--- src/iwr_pkg.sv ---
`timescale 1ns / 1ps

package iwr_pkg;

  localparam int IDX_W  = 21;
  localparam int VAL_W  = 21;
  localparam int SD_W   = 16;
  localparam int PD_W   = 31;
  localparam int WID_W  = 32;
  localparam int NODE_W = 17;
  localparam int SRC_W  = 16;
  localparam int THR_W  = 17;
  localparam int POS_W  = 21;
  localparam int DEG_W  = 21;
  localparam int CNT_W  = 5;

  localparam logic [1:0] REG_SOURCE = 2'd0;
  localparam logic [1:0] REG_WALKS  = 2'd1;
  localparam logic [1:0] REG_THRESH = 2'd2;

  localparam logic [1:0] KIND_NEXT   = 2'd0;
  localparam logic [1:0] KIND_STOP   = 2'd1;
  localparam logic [1:0] KIND_DANGLE = 2'd2;

  localparam logic [NODE_W-1:0] DANGLE_NODE = '1;

  typedef enum logic [1:0] {
    CMD_START   = 2'd0,
    CMD_WR_OFF  = 2'd1,
    CMD_WR_EDGE = 2'd2,
    CMD_VISIT   = 2'd3
  } cmd_t;

  typedef enum logic [2:0] {
    OP_NOP,
    OP_START,
    OP_WR_OFF,
    OP_WR_EDGE,
    OP_VISIT
  } op_t;

  typedef enum logic [2:0] {
    S_IDLE,
    S_SLOT,
    S_OFF,
    S_DIV,
    S_EDGE
  } state_t;

  typedef struct packed {
    op_t              op;
    logic [IDX_W-1:0] index;
    logic [VAL_W-1:0] value;
    logic [SD_W-1:0]  stop_draw;
    logic [PD_W-1:0]  pick_draw;
  } item_t;

  typedef struct packed {
    logic [SRC_W-1:0] source_node;
    logic [WID_W-1:0] walks_total;
    logic [THR_W-1:0] stop_threshold;
  } cfg_t;

endpackage

--- src/iwr_front.sv ---
`timescale 1ns / 1ps

module iwr_front #(
  parameter int MAX_NODES = 65536,
  parameter int MAX_EDGES = 1048576
) (
  input  logic                  start,
  input  logic                  full,
  input  logic [1:0]            cmd,
  input  logic [20:0]           table_index,
  input  logic [20:0]           table_value,
  input  logic [15:0]           stop_draw,
  input  logic [30:0]           pick_draw,
  output logic                  push,
  output iwr_pkg::item_t        item
);
  import iwr_pkg::*;

  logic [31:0] idx_wide;

  assign idx_wide = {11'b0, table_index};
  assign push     = start && !full;

  // Classify the command; out-of-range table writes turn into no-ops.
  always_comb begin
    item.index     = table_index;
    item.value     = table_value;
    item.stop_draw = stop_draw;
    item.pick_draw = pick_draw;
    case (cmd_t'(cmd))
      CMD_START:   item.op = OP_START;
      CMD_WR_OFF:  item.op = (idx_wide <= 32'(MAX_NODES)) ? OP_WR_OFF : OP_NOP;
      CMD_WR_EDGE: item.op = (idx_wide < 32'(MAX_EDGES)) ? OP_WR_EDGE : OP_NOP;
      CMD_VISIT:   item.op = OP_VISIT;
      default:     item.op = OP_NOP;
    endcase
  end

endmodule

--- config.mk ---
export PLATFORM = sky130hd
export DESIGN_NAME = iwr_front
export DESIGN_NICKNAME = d
export VERILOG_FILES = /design/src/iwr_pkg.sv /design/src/iwr_front.sv
export SDC_FILE = /design/constraint.sdc
export NUM_CORES = 1
export LEC_CHECK = 0
export BUFFER_PORTS_ARGS = -buffer_cell sky130_fd_sc_hd__buf_2
export CAP_MARGIN = 40
export CORE_AREA = 3 3 70 72
export DETAILED_ROUTE_END_ITERATION = 6
export DIE_AREA = 0 0 73 75
export PLACE_DENSITY_LB_ADDON = 0.1
export SLEW_MARGIN = 20
export SYNTH_ARGS = -nofsm -noshare
export SYNTH_HDL_FRONTEND = slang
export SYNTH_SLANG_ARGS = --single-unit
--- constraint.sdc ---
create_clock -name vclk -period 1.05
set_clock_uncertainty 0.05 [all_clocks]
set_input_delay 0.2625 -clock vclk [all_inputs]
set_output_delay 0.2625 -clock vclk [all_outputs]
set_load 0.01 [all_outputs]
After elaboration in Yosys (flattened, before gate mapping)
Index checks and enable logic that the tools add are counted.
- flip-flop bits (word level): 0
- output and inout bits: 93
- logic and storage cells: 11
- $lt $le $gt $ge: 2
- eq/ne operators: 3
- multiplexer cells: 3
- reduce and logical (&&, ||, !) cells: 3
- operators with widths (operator ; number):
    21-bit by 17-bit less-or-equal comparator with 1-bit output (second input constant) ; 1
    21-bit less-than comparator (second input constant) ; 1
    3-bit one-hot mux with 4 select lines ; 1
    2-bit equality test (second input constant) ; 2
    2-bit two-way mux ; 2
    2-bit by 1-bit equality test with 1-bit output (second input constant) ; 1
    2-bit zero test ; 1
    1-bit logical AND ; 1
    1-bit zero test ; 1

Logic depth before layout (Yosys ltp)
Gate-level depths: netlist of the first run.
- word-level depth: 3
- mapped depth: 3
- mapped depth without buffers: 3

Least setup slack after synthesis of the first run
Ideal clock, no wire load.
- kind: input to output
- from: input table_index[3]
- to: output item[90] in the netlist's numbering
- data arrival time: 860 ps
- data required time: 737 ps
- slack: -122 ps
- stages: 3
- buffers on the path: 0
- path through: nor4_1 > a41oi_1 > o21ai_1
- RTL lines (what ; line ; source):
    start: declaration ; iwr_front.sv:10 ; input logic [20:0] table_index,
    end: declaration ; iwr_front.sv:15 ; output iwr_pkg::item_t item

==> summary.md, run 1 <==
| Metric | Value |
|---|---|
| Max IR drop VDD | about 0.066 mV |
| Routed WL | 1530 um |
| Post-route DRC | 0 |
| Final Slew Violations | 0 |
| Period utilization | 133% |
| Worst Path Buf+Inv | 2 |
| RSZ-0062 raised after global routing | yes |
| WHS Path Cells | 0 |
| Iter 0 DRT Violations | 3 |
| N_diodes | 0 |
| Routed Antenna Nets | 0 |
| Vias in the first global route | just over 400 |
| Total track usage | 4.35% |
| YS warnings | 0 |
| Total vias in the final route | between 400 and 500 |
| Crit path depth | 5 |
| Failing checks | setup timing |
| WP data required | between 700 and 800 ps |
| Row count | 24 |
| Final min period | 1390 ps |
| Count leader, synth | buf_4 |
| WHS Endpoint | item[61] |
| FF+latch area | 0 sq um |
| Area growth syn-to-layout | -29.2% |
| Compound-Gate Fraction of Synth Area | around 2.5% |
| Pwr Total | around 0.20 mW |
| Cell taking the most area after synthesis | buf_4 |
| Final count of negative-setup-slack endpoints | 1 |
| Die area | roughly 5500 sq um |
| MaxCap Viol Count | 0 |
| Via/cell ratio | about 3.5 |
| First-pass GRT wire length | ~1900 um |
| CP delay by family, top | simple AND/OR/NAND/NOR gates |
| Slowest cell on the critical path | nor4_4 |
| Final GP Congestion | about 0.56 |
| CP arrival | between 1000 and 1500 ps |
| Combinational family with the most area after synthesis | buffers and inverters |
| Post-synthesis instance area | between 700 and 800 sq um |
| Crit-path cells | buf_2 > nor4_4 > a41oi_2 > o21ai_1 > buf_2 |
| Mean Syn Cell Area | between 7 and 8 sq um |
| Highest clock rate | just over 700 MHz |
| Leak Pwr | 0.263 nW |
| Post-Synth Adder-Cell Area | 0% |
| Final Hold Fails | 0 |
| CP startpoint kind | input port |
| Synth top cells by count | 89 x buf_4, 3 x nor4_1, 2 x nor4_2 |
| Hpwl dp | roughly 1400 um |
| Simple-gate share of the synthesized area | 9.36% |
| Mapped Cells | around 100 |
| Seq cells | 0 |
| Relative slew slack | a little over four fifths |
| Worst-path fanout max | 2 |
| DR WL/cell | 12.7 um |
| FILL cells | a little under 500 |
| Worst Setup Path Type | in -> out |
| Port-buffer cells | 50 |
| Post-synth cell types | 12 |
| Syn nets | 196 |
| Largest cells by area after synthesis | buf_4 88%, nor4_2 3.3%, nor4_1 2.5% |
| Portion of netlist area occupied by mux cells | 0% |
| Chip Width | 73 um |
| DP Area | 463 sq um |
| Hold crit path type | in -> out |
| Worst-Margin Slew | around 240 ps |
| Final worst slack | -344 ps |
| Clkbuf count | 0 |
| Synth Area in XOR/XNOR | 0% |
| Met3 Use GR | about 2% |
| Post-route cell area | between 500 and 600 sq um |
| Most Crowded Layer GR | met2 |
| Hold-fix buffers, CTS | 0 |
| Initial antenna violation count | 0 |
| Critical Path Most Common Cell | buf_2 |
| GRT overflow | 0 |
| Register area share after synthesis | 0% |
| Die Y | approximately 75 um |
| Met1 GRT Util | around 3% |
| # IOs | 186 |
| Power per cell area | approximately 370 nW/um^2 |
| Drt pass-1 iters | 2 |
| Setup Buffers After CTS | 0 |
| Hold wc startpoint | table_value[14] |
| Crit path largest cell delay | roughly 280 ps |
| Largest net degree at the start of global routing | 5 |
| Final nets | 163 |
| M2 GR Usage | under 10% |
| Yosys top cell area share | approximately 90% |
| Starting Density | between 15 and 20% |
| Layout cells sized above 1 | 89.7% |
| CP Capture Type | output pin |
| Placeable core area | roughly 4400 sq um |
| Outcome | complete, but fails checks |
==> placed cells by master, fill, tap and decap left out <==
master,count
buf_2,45
buf_6,7
nor4_4,4
buf_4,2
a21oi_2,1
nor2b_1,1
and2_4,1
nor4_1,1
nand3b_1,1
inv_1,1
a41oi_2,1
nor2_1,1
nand2_1,1
o21ai_1,1
==> report_power, final <==
group / switching (mW) / internal, mW / leakage [nW] / total [mW]
sequential: 0 / 0 / 0 / 0
combinational: 0.0954 / 0.106 / 0.263 / 0.201
clock: 0 / 0 / 0 / 0
==> layer usage <==
metal | vias up | wire (um) | part of all wire (%)
met4 | 0 | 176 | 12
met5 | - | 0 | 0
met1 | 174 | 325 | 21
met3 | 26 | 281 | 18
li1 | 167 | - | -
met2 | 58 | 742 | 49
==> per-stage QoR <==
step | setup WS [ps] | setup TNS, ps | utilization (%) | hold slack, ps | std cells
global placement | -574 | -641 | 10.6 | 475 | 120
CTS | -407 | -407 | 12.2 | 475 | 120
global route | -436 | -436 | 12.4 | 475 | 120
detailed placement | -618 | -662 | 10.6 | 475 | 120
floorplan | -122 | -122 | - | 519 | 103
finish | -344 | -344 | 12.4 | 475 | 120
==> repair_timing <==
| action | 4_1_cts | 5_1_grt |
|---|---|---|
| pin swaps | 4 | 3 |
| endpoints found under the setup margin | 3 | 2 |
| resized for setup | 13 | 1 |
==> worst max-delay path by stage <==
stage               startpoint       end  slack [ps]
2_1_floorplan   table_index[3]  item[90]        -120
4_1_cts         table_index[7]  item[90]        -410
3_3_place_gp    table_index[0]  item[90]        -570
6_report       table_index[12]  item[90]        -340
3_5_place_dp    table_index[0]  item[90]        -620
5_1_grt         table_index[8]  item[90]        -440
==> kinds of logic after synthesis <==
family,after synthesis
buf+inv,90
compound gates,3
simple gates,10
==> layout make-up <==
cell class / count / area, sq um / area share (%)
repair buffers: 54 / 319 / 59.2
multi-input cells: 13 / 151 / 28.1
well taps: 52 / 65.1 / 12.1
inverters: 1 / 3.75 / 0.696
Note: power is estimated with default switching activity, not from simulation.
==> run 2: changes to the inputs <==
REMOVE_ABC_BUFFERS = 1   (was unset)
==> summary.md, run 2 (synthesized netlist as in run 1, its figures left out) <==
| Metric | Value |
|---|---|
| GRT overflow | 0 (unchanged) |
| Most common cell after layout, fill and taps aside | buf_2 (unchanged) |
| First-pass GRT wire length | 7980 um (was 1920 um) |
| Pwr Total | 0.259 mW (was 0.201 mW) |
| MaxCap Viol Count | 0 (unchanged) |
| Drt pass-1 iters | 4 (was 2) |
| Layout cells sized above 1 | 91.4% (was 89.7%) |
| FILL cells | 504 (was 490) |
| Outcome | complete, but fails checks (unchanged) |
| # IOs | 186 (unchanged) |
| Period utilization | 135% (was 133%) |
| DR WL/cell | 52.9 um (was 12.7 um) |
| Row count | 24 (unchanged) |
| Seq cells | 0 (unchanged) |
| Die Y | 75 um (unchanged) |
| Die area | 5480 sq um (unchanged) |
| Hold crit path type | in -> out (unchanged) |
| Placed insts | 132 (was 120) |
| Post-route DRC | 0 (unchanged) |
| Pre-CTS setup slack | -470 ps (was -618 ps) |
| Final GP Congestion | 0.935 (was 0.563) |
| CP arrival | 1100 ps (was 1080 ps) |
| Final min period | 1420 ps (was 1390 ps) |
| Non-filler cells, final | 133 (was 120) |
| Failing checks | setup timing (unchanged) |
| Final worst slack | -366 ps (was -344 ps) |
| Routed WL | 7040 um (was 1530 um) |
| RSZ-0062 raised after global routing | yes (unchanged) |
| Iter 0 DRT Violations | 30 (was 3) |
| WP data required | 740 ps (about the same) |
| Area occupied by multi-input gates | 155 sq um (was 151 sq um) |
| Highest clock rate | 706 MHz (was 717 MHz) |
| Vias in the first global route | 554 (was 413) |
| Leak Pwr | 0.336 nW (was 0.263 nW) |
| Commonest cells after routing, fill and taps aside | 41 x buf_2, 15 x buf_4, 9 x buf_6 (was 45 x buf_2, 7 x buf_6, 4 x nor4_4) |
| Final nets | 176 (was 163) |
| Largest net degree at the start of global routing | 5 (unchanged) |
| Post-route cell area | 673 sq um (was 539 sq um) |
| Total track usage | 24.2% (was 4.35%) |
| Hold-fix buffers, CTS | 0 (unchanged) |
| Initial antenna violation count | 1 (was 0) |
| Max IR drop VDD | 0.103 mV (was 0.0664 mV) |
| Final Slew Violations | 0 (unchanged) |
| DP Area | 529 sq um (was 463 sq um) |
| Final count of negative-setup-slack endpoints | 1 (unchanged) |
| CP startpoint kind | input port (unchanged) |
| FF+latch area | 0 sq um (unchanged) |
| Power per cell area | 385 nW/um^2 (was 373 nW/um^2) |
| Routed Antenna Nets | 0 (unchanged) |
| Placeable core area | 4350 sq um (unchanged) |
| Via/cell ratio | 4.32 (was 3.54) |
| Worst Setup Path Type | in -> out (unchanged) |
| Final Hold Fails | 0 (unchanged) |
| N_diodes | 0 (unchanged) |
| Area growth syn-to-layout | -11.7% (was -29.2%) |
| Worst-path fanout max | 2 (unchanged) |
| Relative slew slack | 83.6% (was 83.9%) |
| Chip Width | 73 um (unchanged) |
| Starting Density | 17.5% (unchanged) |
| Port-buffer cells | 50 (unchanged) |
| Worst-Margin Slew | 243 ps (was 240 ps) |
| Clkbuf count | 0 (unchanged) |
| CP Capture Type | output pin (unchanged) |
| Total vias in the final route | 574 (was 425) |
[run 2: changes by cell type in the layout (fill, tap and decap cells not counted), sizes merged]
cell | before | now
buf | 54 | 67
[run 2: worst max-delay path, stage by stage]
cell,delay (ps)
buf_8,100
nor4_4,300
a41oi_2,160
o21ai_1,130
buf_2,150
[run 2: worst paths after layout]
path,start,to,depth (start not counted)
worst max-delay path,table_index[9],item[90],5
worst min-delay path,pick_draw[8],item[8],0
[run 2: final cells by class]
| type | instances | area share, % |
|---|---|---|
| multi-input cells | 13 | 23.0 |
| repair buffers | 67 | 66.7 |
| well taps | 52 | 9.67 |
| inverters | 1 | 0.558 |
[run 2: layer usage]
layer,part of all wire (%),track usage (%)
met5,0.18,1.85
met4,2.5,3.69
met3,32,36.7
met2,50,43.2
met1,16,11.4
[run 2: what timing repair did]
| item | in CTS | in global routing |
|---|---|---|
| pin swaps | 5 | 4 |
| setup endpoints to repair | 3 | 3 |
| buffers inserted | 1 | 0 |
| gates resized for setup | 24 | 5 |
[run 2: power by group]
part | internal [mW] | switching (mW) | total, mW
clock | 0 | 0 | 0
sequential | 0 | 0 | 0
combinational | 0.147 | 0.113 | 0.259
total | 0.147 | 0.113 | 0.259
[run 2: metrics by stage]
step	hold slack, ps	setup TNS, ps	util, %
after floorplan	475	-122	-
after global placement	475	-541	12.2
after detailed placement	475	-498	12.2
after CTS	475	-377	14.9
after global routing	475	-457	15.5
final	475	-366	15.5
