--- config.mk ---
export PLATFORM = sky130hd
export DESIGN_NAME = iwr_queue
export DESIGN_NICKNAME = d
export VERILOG_FILES = /design/src/iwr_pkg.sv /design/src/iwr_queue.sv
export SDC_FILE = /design/constraint.sdc
export NUM_CORES = 1
export LEC_CHECK = 0
export ABC_AREA = 1
export BUFFER_PORTS_ARGS = -buffer_cell sky130_fd_sc_hd__clkbuf_2
export CAP_MARGIN = 10
export CORE_UTILIZATION = 30
export DETAILED_ROUTE_END_ITERATION = 6
export PLACE_DENSITY = 0.58
export RECOVER_POWER = 100
export SYNTH_ARGS = -nofsm -noshare
export SYNTH_HDL_FRONTEND = slang
export SYNTH_SLANG_ARGS = --single-unit
--- constraint.sdc ---
create_clock -name clk -period 4.9 [get_ports clk]
set_input_delay 0.245 -clock clk [delete_from_list [all_inputs] [get_ports clk]]
set_output_delay 0.245 -clock clk [all_outputs]
set_load 0.1 [all_outputs]
--- src/iwr_pkg.sv ---
`timescale 1ns / 1ps

package iwr_pkg;

  localparam int IDX_W  = 21;
  localparam int VAL_W  = 21;
  localparam int SD_W   = 16;
  localparam int PD_W   = 31;
  localparam int WID_W  = 32;
  localparam int NODE_W = 17;
  localparam int SRC_W  = 16;
  localparam int THR_W  = 17;
  localparam int POS_W  = 21;
  localparam int DEG_W  = 21;
  localparam int CNT_W  = 5;

  localparam logic [1:0] REG_SOURCE = 2'd0;
  localparam logic [1:0] REG_WALKS  = 2'd1;
  localparam logic [1:0] REG_THRESH = 2'd2;

  localparam logic [1:0] KIND_NEXT   = 2'd0;
  localparam logic [1:0] KIND_STOP   = 2'd1;
  localparam logic [1:0] KIND_DANGLE = 2'd2;

  localparam logic [NODE_W-1:0] DANGLE_NODE = '1;

  typedef enum logic [1:0] {
    CMD_START   = 2'd0,
    CMD_WR_OFF  = 2'd1,
    CMD_WR_EDGE = 2'd2,
    CMD_VISIT   = 2'd3
  } cmd_t;

  typedef enum logic [2:0] {
    OP_NOP,
    OP_START,
    OP_WR_OFF,
    OP_WR_EDGE,
    OP_VISIT
  } op_t;

  typedef enum logic [2:0] {
    S_IDLE,
    S_SLOT,
    S_OFF,
    S_DIV,
    S_EDGE
  } state_t;

  typedef struct packed {
    op_t              op;
    logic [IDX_W-1:0] index;
    logic [VAL_W-1:0] value;
    logic [SD_W-1:0]  stop_draw;
    logic [PD_W-1:0]  pick_draw;
  } item_t;

  typedef struct packed {
    logic [SRC_W-1:0] source_node;
    logic [WID_W-1:0] walks_total;
    logic [THR_W-1:0] stop_threshold;
  } cfg_t;

endpackage

--- src/iwr_queue.sv ---
`timescale 1ns / 1ps

module iwr_queue (
  input  logic           clk,
  input  logic           rst_n,
  input  logic           push,
  input  iwr_pkg::item_t push_item,
  input  logic           pop,
  output logic           full,
  output logic           not_empty,
  output iwr_pkg::item_t head
);
  import iwr_pkg::*;

  item_t      mem_r [2];
  logic       wr_ptr_r, wr_ptr_nxt;
  logic       rd_ptr_r, rd_ptr_nxt;
  logic [1:0] count_r, count_nxt;
  logic       do_push, do_pop;

  assign full      = (count_r == 2'd2);
  assign not_empty = (count_r != 2'd0);
  assign head      = mem_r[rd_ptr_r];
  assign do_push   = push && !full;
  assign do_pop    = pop && not_empty;

  always_comb begin
    wr_ptr_nxt = do_push ? !wr_ptr_r : wr_ptr_r;
    rd_ptr_nxt = do_pop ? !rd_ptr_r : rd_ptr_r;
    count_nxt  = count_r + {1'b0, do_push} - {1'b0, do_pop};
  end

  always_ff @(posedge clk) begin
    if (!rst_n) begin
      wr_ptr_r <= 1'b0;
      rd_ptr_r <= 1'b0;
      count_r  <= 2'd0;
    end else begin
      wr_ptr_r <= wr_ptr_nxt;
      rd_ptr_r <= rd_ptr_nxt;
      count_r  <= count_nxt;
    end
  end

  always_ff @(posedge clk) begin
    if (do_push) begin
      mem_r[wr_ptr_r] <= push_item;
    end
  end

endmodule

# Yosys cells after proc, flatten, opt, wreduce, memory -nomap -nowiden
# Memories as Yosys holds them, arrays and structs flattened. A register that Yosys moved wholly into a read port is not among the register bits.
# Index checks and enable logic that the tools add are counted.
[classes]
addsub = 2
reduce_logical = 6
muxes = 4
eq_ne = 1
[op_table]
columns = ["operator", "count"]
rows = [
  ["two-way mux 1 bit", 4],
  ["zero test 1 bit", 3],
  ["adder 2 x 1 -> 2 bit", 1],
  ["equality test 2 bit (second input constant)", 1],
  ["logical AND 1 bit", 2],
  ["nonzero test 2 bit", 1],
  ["subtractor 2 x 1 -> 2 bit", 1],
]
[totals]
ram_bits = 184
word_cells = 17
reg_bits = 4
n_memories = 1
output_inout_bits = 94
[mem_list]
columns = ["memory", "words", "width", "read_ports", "rd_clocked_by_memory_dff", "wr", "line_no", "source"]
rows = [
  ["mem_r", 2, 92, 1, 1, 1, "iwr_queue.sv:15", "item_t mem_r [2];"],
]

# Longest topological paths before layout
# Gate-level depths: netlist of the first run.
[depth]
ltp_word = 5
ltp_mapped = 11
depth_no_buf = 11

# Worst setup path before layout of the first run
# OpenSTA, ideal clock, no wires.
[synth_path]
kind = "register to register"
start = "register count_r[0]"
end = "memory mem_r[0][0] (netlist name) (enable)"
path_buffers = 0
required_ns = 4.357
path_stages_with_launch = 5
setup_slack_ns = -0.034
setup_time_ns = 0.543
arrival_ns = 4.391
cell_sequence = "dfxtp_1 -> inv_1 -> nand2_1 -> nand2_1 -> nor2_1"
[synth_between]
elab_chain_len = 5
[synth_lines]
columns = ["item", "line_no", "source"]
rows = [
  ["from (decl)", "iwr_queue.sv:18", "logic [1:0] count_r, count_nxt;"],
  ["from (signal assigned)", "iwr_queue.sv:41", "count_r <= count_nxt;"],
  ["equality test 2 bit", "iwr_queue.sv:21", "assign full = (count_r == 2'd2);"],
  ["zero test 1 bit", "iwr_queue.sv:24", "assign do_push = push && !full;"],
  ["logical AND 1 bit", "iwr_queue.sv:24", ""],
  ["two-way mux 1 bit", "iwr_queue.sv:46", "if (do_push) begin"],
  ["two-way mux 1 bit (not written as such)", "iwr_queue.sv:47", "mem_r[wr_ptr_r] <= push_item;"],
  ["to (decl)", "iwr_queue.sv:15", ""],
]
# Every way passes these cells.

==> flow_metrics.tcl, run 1 <==
set metrics [dict create \
    crit_path_start_kind "flip-flop" \
    die_y_um 158 \
    drv_slew 151 \
    cellPowerDensity_nw_per_um2 647 \
    muxShareOfSynthArea_pct 18.4 \
    crit_type "flip-flop to output pin" \
    fin_ws_ps 1320 \
    dr.pass1.iters 4 \
    post-cts-setup-buffer-count 0 \
    r2r_end "mem_r[0][36]" \
    drt_iter0_markers 111 \
    ff2ff_setup_slack_ps 1570 \
    cts-root-buf "clkbuf_16" \
    netlist_area_um2 7280 \
    ctsResizeCount 0 \
    cts_buffers 17 \
    std_cell_rows 56 \
    antenna_found_initial 0 \
    final-setup-viol-count 0 \
    cp.required_ps 4660 \
    initial_core_util_pct 30.8 \
    arrival_ps 3340 \
    hold_viol_final 0 \
    slew_headroom_pct -32.7 \
    use_met3_pct 3.64 \
    hp-class "primary input to flip-flop" \
    ys_types 13 \
    leakagePower_nw 3.47 \
    worstPathMaxFanout 57 \
    status "finished, violations left" \
    pre_cts_ws_ps 2360 \
    fin_tns_setup_ps 0 \
    p_seq_share_pct 35.4 \
    synth_area_per_cell_um2 22.5 \
    layout_common_cells "edfxtp_1 (184), clkbuf_1 (120), mux2_4 (80)" \
    ir_drop_v 0.000392 \
    stdcell_area_um2 9520 \
    yosysTopAreaCell "edfxtp_1" \
    wl_per_cell_um 15.1 \
    regArea_um2 5630 \
    use_met1_pct 12.4 \
    multi_input_area_um2 1460 \
    met2_usage_pct 20.2 \
    mostFrequentLayoutCell "edfxtp_1" \
    vias 3764 \
    grt.overflow.total 0 \
    final_nets 686 \
    nFillCells 2216 \
    grt_max_degree 60 \
    rsz0062_at_grt "no" \
    port_buffers 189 \
    io_pins 190 \
    min_period_ps 3580 \
    crit_path_end_kind "output pin" \
    die_w_um 158 \
    wl_um 13900 \
    drive_gt1_share_pct 33.1 \
    placement.cell_area_um2 8510 \
    htreeDepth 4 \
    tightest_slew_ps 1990 \
    p_int_mw 3.27 \
    dp_hpwl_um 9050 \
    pwr-share-clk_pct 21.1 \
    yosys.area_share.simple_pct 1.08 \
    post-route-period-util_pct 73.1 \
    r2r-start "count_r[0]" \
    seq_area_frac_synth_pct 77.3 \
    synth_top_family_by_area "multiplexers" \
    path_clk_slew_ps 70 \
    fin_skew_ps 8.28 \
    synth_fa_ha_area_share_pct 0.344 \
    top_usage_layer "met2" \
    maxCapViolations 3 \
    ys_top_cells_by_area "edfxtp_1 (76%), mux2_4 (16%), buf_12 (2.2%), mux2_2 (1.9%), dfxtp_1 (1.4%)" \
    ant_nets 0 \
    p_total_mw 6.16 \
    synth_compound_area_share_pct 0.137 \
    cts.sinks 189 \
    yosysWarnings 0 \
    vias_per_cell 4.09 \
    gp_congestion 0.690 \
    synth_xor_area_share_pct 0 \
    diodes 0 \
    final_core_util_pct 40.3 \
    grt_pass1_wl_um 20700 \
    grt_pass1_vias 4037 \
    track_usage_pct 11.3 \
    max_freq_ghz 0.279 \
    synth_fp_nets 421 \
    ys_seq_elements 189 \
    synth_cells 323 \
    die_area_um2 24900 \
    drc 0 \
    swShare_pct 46.8 \
    cts_max_path_buffers 2 \
    combPwrFrac_pct 43.5 \
    coreArea_um2 23600 \
    syn2layout_area_growth_pct 30.7 \
    cp-endpoint "head[61]" \
    reg2reg_depth 5 \
    synth_top_area_share_pct 75.9 \
    cts_tree "done" \
    clk-insertion-delay-late_ps 420 \
    violations "max-capacitance violations, max-slew violations" \
    p_sw_mw 2.88 \
]
==> power by group through the flow <==
stage	Sequential, mW	Combinational, mW	Clock, mW
after floorplan	2.14	2.47	0
after CTS	2.18	2.74	1.34
after detailed placement	2.22	2.70	0
after global routing	2.21	2.77	1.40
final	2.18	2.68	1.30
after global placement	2.20	2.68	0
==> cells by family after synthesis <==
| logic type | Yosys count |
|---|---|
| and+or+nand+nor | 20 |
| AOI/OAI and AO/OA | 2 |
| DFF | 189 |
| muxes | 92 |
| adders and majority gates | 2 |
| buffers and inverters | 18 |
==> cells in the mapped netlist (all sizes together) <==
cell / n
edfxtp: 184
mux2: 92
buf: 10
nand2: 9
inv: 8
nor2: 8
dfxtp: 5
nand3: 3
a21oi: 2
ha: 2
==> sequential cells by signal, summed over array words and instances, names as in the netlist, named ones only <==
register and flops:
mem_r 184, wr_ptr_r 1, count_r 2, rd_ptr_r 1
==> layer usage <==
| layer | up-vias | wire length (µm) |
|---|---|---|
| met3 | 16 | 727 |
| met2 | 105 | 7300 |
| met4 | 0 | 226 |
| li1 | 1791 | - |
| met1 | 1852 | 5620 |
| met5 | - | 0 |
==> layout make-up <==
type,instances,area share (%)
Sequential cell,189,59.1
Multi-Input combinational cell,116,15.3
Timing Repair Buffer,256,15.3
Clock buffer,18,4.51
Tap cell,319,4.19
Clock inverter,14,1.27
Inverter,8,0.342
==> through the flow <==
step	hold slack, ps	instances
floorplan	338	323
global route	24.9	920
detailed placement	438	825
finish	41.1	920
CTS	0.0211	917
global placement	433	825
==> how the worst min path moves through the flow <==
stage	from	to	slack [ps]	depth (start not counted)
6_report	push_item[49]	mem_r[0][49]	40	1
5_1_grt	push_item[85]	mem_r[1][85]	20	1
4_1_cts	push_item[71]	mem_r[1][71]	0.02	1
3_5_place_dp	push_item[3]	mem_r[0][3]	440	1
3_3_place_gp	push_item[81]	mem_r[0][81]	430	1
2_1_floorplan	rst_n	count_r[0]	340	2
==> repair_timing <==
item | CTS | global route
endpoints found under the setup margin | 0 | 0
hold buffers | 60 | 3
endpoints found under the hold margin | 119 | 5
==> critical path, cell delays in order, from the launching register on <==
cell	delay (ps)
dfxtp_2	1560
mux2_4	350
clkbuf_1	920
Power figures use the tool's default switching activity.
==> run 2, diff against run 1 <==
--- a/config.mk
+++ b/config.mk
@@ -5,7 +5,7 @@
 export SDC_FILE = /design/constraint.sdc
 export NUM_CORES = 1
 export LEC_CHECK = 0
-export ABC_AREA = 1
+export ABC_AREA = 0
 export BUFFER_PORTS_ARGS = -buffer_cell sky130_fd_sc_hd__clkbuf_2
 export CAP_MARGIN = 10
 export CORE_UTILIZATION = 30
==> constraint.sdc (replaced) <==
create_clock -name clk -period 2.95 [get_ports clk]
set_input_delay 0.1475 -clock clk [delete_from_list [all_inputs] [get_ports clk]]
set_output_delay 0.1475 -clock clk [all_outputs]
set_load 0.1 [all_outputs]
==> run 2 against run 1 <==
Against the previous run:
- the flow still finishes with violations (max-capacitance violations, max-slew violations)
- final area rose by 3.6%
- clock-buffer cell count fell by 1
- sequential share of layout area fell by 2.0 points
- clock skew fell by 1.6 ps
- via count rose by 1.4%
- first-iteration DRC count rose by 41%
- routed wire length fell by 0.78%
- worst hold slack improved by 94 ps
- die area fell by 0.14%
- largest power group unchanged
==> flow_metrics.tcl, run 2 <==
set metrics [dict create \
    cellPowerDensity_nw_per_um2 1060 \
    initial_core_util_pct 30.8 \
    grt.overflow.total 0 \
    r2r_end "mem_r[1][41]" \
    vias 3818 \
    yosysWarnings 0 \
    cts_tree "done" \
    regMostFlops "mem_r" \
    synth_fp_nets 410 \
    crit_type "flip-flop to output pin" \
    hp-start "push" \
    die_area_um2 24900 \
    layout_common_cells "edfxtp_1 (184), clkbuf_1 (153), dlygate4sd3_1 (93)" \
    hp-class "primary input to flip-flop" \
    dr.pass1.iters 4 \
    muxShareOfSynthArea_pct 18.5 \
    post-route-period-util_pct 83.5 \
    r2r-start "count_r[0]" \
    top_regs "mem_r: 184 flops, count_r: 2 flops" \
    netlist_area_um2 7270 \
    ir_drop_v 0.000587 \
    fin_skew_ps 6.71 \
    die_w_um 158 \
    largest_reg_flops 184 \
    port_buffers 189 \
    die_y_um 158 \
    final_nets 707 \
    ys_seq_elements 189 \
    crit_path_start_kind "flip-flop" \
    path_clk_slew_ps 60 \
    synth_xor_area_share_pct 0.361 \
    hold_end "wr_ptr_r" \
    cts-root-buf "clkbuf_16" \
    gp_congestion 0.652 \
    ff2ff_setup_slack_ps 660 \
    synth_top_area_share_pct 76.0 \
    max_freq_ghz 0.406 \
    cts_max_path_buffers 2 \
    placement.cell_area_um2 8540 \
    reg2reg_depth 3 \
    synth_edf_count 184 \
    syn2layout_area_growth_pct 35.6 \
    synthFlopType "edfxtp_1" \
    wl_um 13800 \
    postCtsHoldBufs 93 \
    seq_area_frac_synth_pct 77.4 \
    tightest_slew_ps 1550 \
    ys_top_cells_by_area "edfxtp_1 (76%), mux2_4 (17%), buf_12 (2.2%), mux2_2 (1.9%), dfxtp_1 (1.4%)" \
    synth_compound_area_share_pct 0.103 \
    mostFrequentLayoutCell "edfxtp_1" \
    worstPathMaxFanout 54 \
    yosys.area_share.simple_pct 0.740 \
    yosysTopAreaCell "edfxtp_1" \
    maxCapViolations 1 \
    final-setup-viol-count 0 \
    drc 0 \
    synth_top_family_by_area "multiplexers" \
    grt_max_degree 58 \
    cts.sinks 189 \
    rsz0062_at_grt "no" \
    post-cts-setup-buffer-count 0 \
    synth.most_common_cell "edfxtp_1" \
    diodes 0 \
    synthTopCellsByCount "edfxtp_1 (184), mux2_4 (80), mux2_2 (12)" \
    hold_viol_final 0 \
    min_path_cells 3 \
    status "finished, violations left" \
    std_cell_rows 56 \
    drt_iter0_markers 157 \
    fin_hold_ws_ps 136 \
    leakagePower_nw 3.51 \
    stdcell_area_um2 9860 \
    grt_pass1_vias 4117 \
    dp_hpwl_um 8910 \
    async_reset_ff_share_pct 0 \
    slew_headroom_pct -3.29 \
    drv_slew 58 \
    synth_fa_ha_area_share_pct 0.344 \
    htreeDepth 4 \
    fin_tns_setup_ps 0 \
    arrival_ps 2310 \
    synth_cells 312 \
    wl_per_cell_um 14.6 \
    vias_per_cell 4.06 \
    synth_area_per_cell_um2 23.3 \
    ctsResizeCount 0 \
    grt_pass1_wl_um 20600 \
    antenna_found_initial 0 \
    violations "max-capacitance violations, max-slew violations" \
    ant_nets 0 \
    track_usage_pct 11.1 \
    io_pins 190 \
    ys_types 19 \
    coreArea_um2 23600 \
    cp.required_ps 2800 \
    cts_buffers 17 \
    drive_gt1_share_pct 26.4 \
    min_period_ps 2460 \
    clk-insertion-delay-late_ps 420 \
    crit_path_end_kind "output pin" \
]
## run 2: cell types whose count changed after synthesis, sizes merged, moves of 2 or more
cell	previous run	this run
inv	8	3
nand2b	0	2
nand3	3	0
nand2	9	2
a21oi	2	0
xnor2	0	2
nor2	8	4
## run 2: power breakdown
part / total, mW / switching, mW / internal (mW)
logic: 4.61 / 3.68 / 0.936
clock network: 2.39 / 0.975 / 1.42
registers: 3.48 / 0.0964 / 3.39
total: 10.5 / 4.75 / 5.74
## run 2: worst max path at each step
stage	start	end	slack, ps
final	flip-flop	head[24]	490
after global routing	flip-flop	head[24]	420
after global placement	count_r[0]	mem_r[0][48]	1230
after detailed placement	count_r[0]	mem_r[0][59]	1110
after floorplan	count_r[0]	mem_r[0][0]	560
after CTS	flip-flop	head[0]	810
## run 2: stage by stage
| step | setup slack [ps] | instances | power (mW) | utilization, % |
|---|---|---|---|---|
| after floorplan | 559 | 312 | 7.70 | - |
| after global placement | 1230 | 816 | 8.16 | 36.2 |
| after detailed placement | 1110 | 816 | 8.22 | 36.2 |
| after CTS | 810 | 940 | 10.8 | 42.7 |
| after global routing | 422 | 940 | 10.9 | 41.8 |
| final | 488 | 940 | 10.5 | 41.8 |
## run 2: final cells by class
cell class	count	area, µm²
Clock buffer	17	425
Clock inverter	14	189
Fill cell	2230	13800
Inverter	3	11.3
Multi-Input combinational cell	110	1470
Sequential cell	189	5630
Tap cell	319	399
Timing Repair Buffer	288	1740
## run 2: routing by layer
metal  wire length (µm)  part of all wire [%]  vias up  global-route usage [%]
met5                  0                     0        -                       0
met4                116                  0.84        0                    3.70
met3                793                   5.8        9                    3.86
met2               7140                    52      122                    20.0
met1               5710                    42     1872                    12.1
li1                   -                     -     1815                       -
## run 2: worst max-delay path, stage by stage, from the launching register on
cell	delay [ps]
dfxtp_4	370
buf_12	340
mux2_4	250
clkbuf_1	870
## run 2: cell families after synthesis
logic type      after synthesis
fa+ha+maj                     2
compound gates                1
flops                       189
xor+xnor                      3
buf+inv                      13
simple gates                 11
mux                          93
